==> src/rtl/rbst_pkg.sv <==
// shared types and constants for the ray / box slab test
// no dependencies
package rbst_pkg;

  localparam int WID       = 32;           // q16.16 coordinate width
  localparam int DIFF_W    = WID + 1;      // bound minus origin, exact
  localparam int FRAC_W    = 16;
  localparam int LIM_W     = 31;
  localparam int NUM_AXES  = 3;
  localparam int DIV_STEPS = WID;          // one quotient bit per stage
  localparam int DIV_LAT   = DIV_STEPS + 2;
  localparam int LANE_LAT  = DIV_LAT + 1;
  localparam int MERGE_LAT = 2;
  localparam int TOT_LAT   = LANE_LAT + MERGE_LAT;
  localparam int IN_W      = 224;
  localparam int OUT_W     = 8;
  localparam int IDX_W     = 3;

  localparam logic signed [WID-1:0] T_MIN = {1'b1, {(WID-1){1'b0}}};
  localparam logic signed [WID-1:0] T_MAX = {1'b0, {(WID-1){1'b1}}};

  typedef enum logic [IDX_W-1:0] {
    REG_MIN_X = 3'd0,
    REG_MIN_Y = 3'd1,
    REG_MIN_Z = 3'd2,
    REG_MAX_X = 3'd3,
    REG_MAX_Y = 3'd4,
    REG_MAX_Z = 3'd5
  } cfg_reg_t;

  typedef struct packed {
    logic signed [WID-1:0] near;
    logic signed [WID-1:0] far;
    logic                  miss;
  } lane_res_t;

endpackage

==> src/rtl/rbst_merge.sv <==
// merges the lane results into the final interval test
// uses rbst_pkg
module rbst_merge import rbst_pkg::*; (
  input  logic              clk,
  input  logic              en,
  input  lane_res_t         lane [NUM_AXES],
  input  logic [LIM_W-1:0]  limit,
  output logic              hit
);

  logic signed [WID-1:0] lo_a;
  logic signed [WID-1:0] lo_b;
  logic signed [WID-1:0] hi_a;
  logic signed [WID-1:0] hi_b;
  logic signed [WID-1:0] lo_r;
  logic signed [WID-1:0] hi_r;
  logic                  miss_r;
  logic                  hit_r;

  // a two level compare tree for each end
  always_comb begin
    lo_a = (lane[0].near > lane[1].near) ? lane[0].near : lane[1].near;
    lo_b = (lane[2].near > 0) ? lane[2].near : '0;
    hi_a = (lane[0].far < lane[1].far) ? lane[0].far : lane[1].far;
    hi_b = (lane[2].far < $signed({1'b0, limit})) ? lane[2].far : $signed({1'b0, limit});
  end

  always_ff @(posedge clk) begin
    if (en) begin
      lo_r   <= (lo_a > lo_b) ? lo_a : lo_b;
      hi_r   <= (hi_a < hi_b) ? hi_a : hi_b;
      miss_r <= lane[0].miss | lane[1].miss | lane[2].miss;
      hit_r  <= !miss_r && (lo_r <= hi_r);
    end
  end

  assign hit = hit_r;

endmodule

==> config.mk <==
export PLATFORM = sky130hd
export DESIGN_NAME = rbst_merge
export DESIGN_NICKNAME = d
export VERILOG_FILES = /design/src/rtl/rbst_pkg.sv /design/src/rtl/rbst_merge.sv
export SDC_FILE = /design/constraint.sdc
export NUM_CORES = 1
export LEC_CHECK = 0
export ABC_CLOCK_PERIOD_IN_PS = 7850
export BUFFER_PORTS_ARGS = -buffer_cell sky130_fd_sc_hd__clkbuf_2
export CORE_MARGIN = 1
export CORE_UTILIZATION = 56
export DETAILED_ROUTE_END_ITERATION = 6
export PLACE_DENSITY_LB_ADDON = 0.2
export SLEW_MARGIN = 20
export SYNTH_ARGS = -nofsm -noshare
export SYNTH_HDL_FRONTEND = slang
export SYNTH_SLANG_ARGS = --single-unit
==> constraint.sdc <==
create_clock -name clk -period 7.85 [get_ports clk]
set_input_delay 0.785 -clock clk [delete_from_list [all_inputs] [get_ports clk]]
set_output_delay 0.785 -clock clk [all_outputs]
set_load 0.02 [all_outputs]
==> flow_summary.yaml <==
yosys:
  synth_area_per_cell_um2: 8.407
  yosysUniqueCellTypes: 49
  syn_nets: 1540
  ys_ff_latch: 66
  muxShareOfSynthArea: 0.1372
  async_flop_share: 0
  synth_edf_count: 66
  synth_top_family_by_area: "adder cells"
  yosys.area_share.simple: 0.1531
  synth_xor_area_frac: 0
  synth_ff_type: "edfxtp_1"
  synth_area_leaders: "ha_1 25%, edfxtp_1 21%, mux2i_1 13%"
  synthAdderAreaFrac: 0.2505
  synth_compound_area_frac: 0.1516
  yosysWarnings: 0
  yosys.area.top_type: "ha_1"
  netlist_area_um2: 9442
  netlist.area_leader.share: 0.2505
  ys_seq_area_frac: 0.2099
  netlist_instances: 1123
setup_path:
  cp_top_family: "simple AND/OR/NAND/NOR gates"
  path_cells: "clkbuf_2, inv_1, ha_1, nand2_1, or3_1, nor4_1, nand3_1, o32a_2, nand2_1, o22ai_1, nor3_1, inv_1, ha_1, a21o_1, a21o_1, a21oi_1, o21ai_0, a211oi_1, nor2b_1, nor3_1, mux2i_4, buf_4, mux2i_1"
  critPathMaxFanout: 44
  cp_num_buf_inv: 4
  crit_required_ns: 7.91
  cp-start-kind: "primary input"
  critical_path.slowest_cell: "mux2i_4"
  path_class: "in2reg"
  slowest_delay_ns: 0.80
  end_kind: "flip-flop"
  worstPathArrival_ns: 6.73
clock_network:
  cts_buffers: 9
  tritoncts: "done"
  insertion_delay_ns: 0.33
  cts-root-buf: "clkbuf_16"
  h-tree-depth: 3
  postCtsSetupBuffers: 0
  cts_resized: 0
  clk_path_buf_depth: 2
  hold_buffers: 0
  clk_pin_slew_ns: 0.05
  cts_sinks: 66
grt:
  grt_overflow_total: 0
  grt_use_total: 0.2813
  grt_pass1_vias: 8763
  antenna_found_initial: 0
  grt_pass1_wl_um: 39640
  grt_max_degree: 67
place:
  gp_congestion: 0.9290
  io_buffer_count: 228
  dpl.hpwl_um: 20340
  dpl.cell_count: 1543
die:
  die-area_um2: 17380
  core-area_um2: 16520
  rows: 47
  die_y_um: 131.8
  initial_utilization: 0.5714
  io_pins: 229
  die_w_um: 131.8
min_path:
  hold_class: "reg2reg"
layout:
  final_util: 0.6724
  fillers: 1453
  layout_common_cells: "228 x clkbuf_2, 195 x inv_1, 189 x ha_1"
  diodes: 0
  instances_no_fill: 1559
  area_growth_pct: 17.69
  drive_gt1_frac: 0.1994
  final_common_cell: "clkbuf_2"
  layout.nets: 1751
outcome:
  status: "finished, final reports clean"
timing:
  clock_skew_ns: 0.002214
  finalSetupTns_ns: 0
  period_needed_ns: 6.666
  rsz0062_at_grt: "no"
  fmax_ghz: 0.1500
  hold_violations: 0
  slew_headroom: 0.3769
  final_max_slew_viol_count: 0
  setup_viol: 0
  tightest_slew_ns: 0.9326
  period_share: 0.8491
detailed_routing:
  num_vias: 8901
  drt_iter0_drc: 496
  drc_errors: 0
  finalWirelength_um: 24370
  drt-pass1-iter-count: 5
  viasPerCell: 5.709
  antenna_left: 0
  drt-wirelength-per-cell_um: 15.63
job:
  max-cap-violations: 0
power_and_ir_drop:
  ir_drop_uv: 131.0
  finalPower_w: 0.001808
  powerDensity_nw_per_um2: 162.8
  leakagePower_nw: 6.385
[final timing paths]
kind	start	endpoint	slack, ns	cells past startpoint
min reg2reg	miss_r$_DFFE_PP_	hit$_DFFE_PP_	0.52	1
max	lane[128]	lo_r[12]$_DFFE_PP_	1.18	23
max reg2reg	lo_r[9]$_DFFE_PP_	hit$_DFFE_PP_	4.95	10
min	miss_r$_DFFE_PP_	hit$_DFFE_PP_	0.52	1
[cells by family after synthesis]
group,Yosys count
mux,129
buf+inv,238
compound gates,229
other cells,1
simple gates,271
fa+ha+maj,189
flops,66
[final cells by class]
type	count	area, um^2	share of cell area
multi-input combinational	819	6569	0.5912
inverter	195	732.0	0.06587
clock buffer	11	232.7	0.02094
sequential	66	1982	0.1784
timing repair buffer	243	1266	0.1140
clock inverter	5	55.05	0.004954
tap	220	275.3	0.02477
[synth_stat cells, types with 24 or more instances]
cell	n
a21o_1	50
a21oi_1	83
and4_1	32
clkbuf_1	35
edfxtp_1	66
ha_1	189
inv_1	195
mux2i_1	126
nand2_1	93
nand4_1	30
nor2_1	24
nor3_1	37
o21ai_0	29
o22ai_1	31
[flip-flops by register name, summed over array words and instances, names as in the netlist]
signal / cells
miss_r: 1
lo_r: 32
hit: 1
hi_r: 32
[power breakdown]
part | leakage [nW] | switching, W | internal, W
Clock | 0.136 | 0.000143 | 0.000245
Sequential | 0.644 | 0.0000228 | 0.000492
Combinational | 5.61 | 0.000496 | 0.000411
Total | 6.39 | 0.000662 | 0.00115
[metal layers]
| layer | vias to the layer above | share of wire | track usage |
|---|---|---|---|
| li1 | 4494 | - | - |
| met1 | 4126 | 0.44 | 0.3454 |
| met2 | 232 | 0.49 | 0.5073 |
| met3 | 49 | 0.049 | 0.03845 |
| met4 | 0 | 0.023 | 0.08721 |
| met5 | - | 0 | 0 |
[stage by stage]
stage | hold slack [ns] | area [um^2] | setup WS [ns]
2_1_floorplan | 0.5011 | 9442 | 2.089
3_5_place_dp | 0.5130 | 10820 | 0.9190
5_1_grt | 0.5300 | 11110 | 0.6861
4_1_cts | 0.5205 | 11110 | 1.236
3_3_place_gp | 0.5155 | 10820 | 1.081
6_report | 0.5232 | 11110 | 1.184
[worst reg2reg max path: cells and delay by family (launching register included)]
family / cells / cell delay [ns]
compound gates: 8 / 1.38
simple gates: 1 / 0.62
fa+ha+maj: 1 / 0.34
flops: 1 / 0.40
Power figures use the tool's default switching activity.
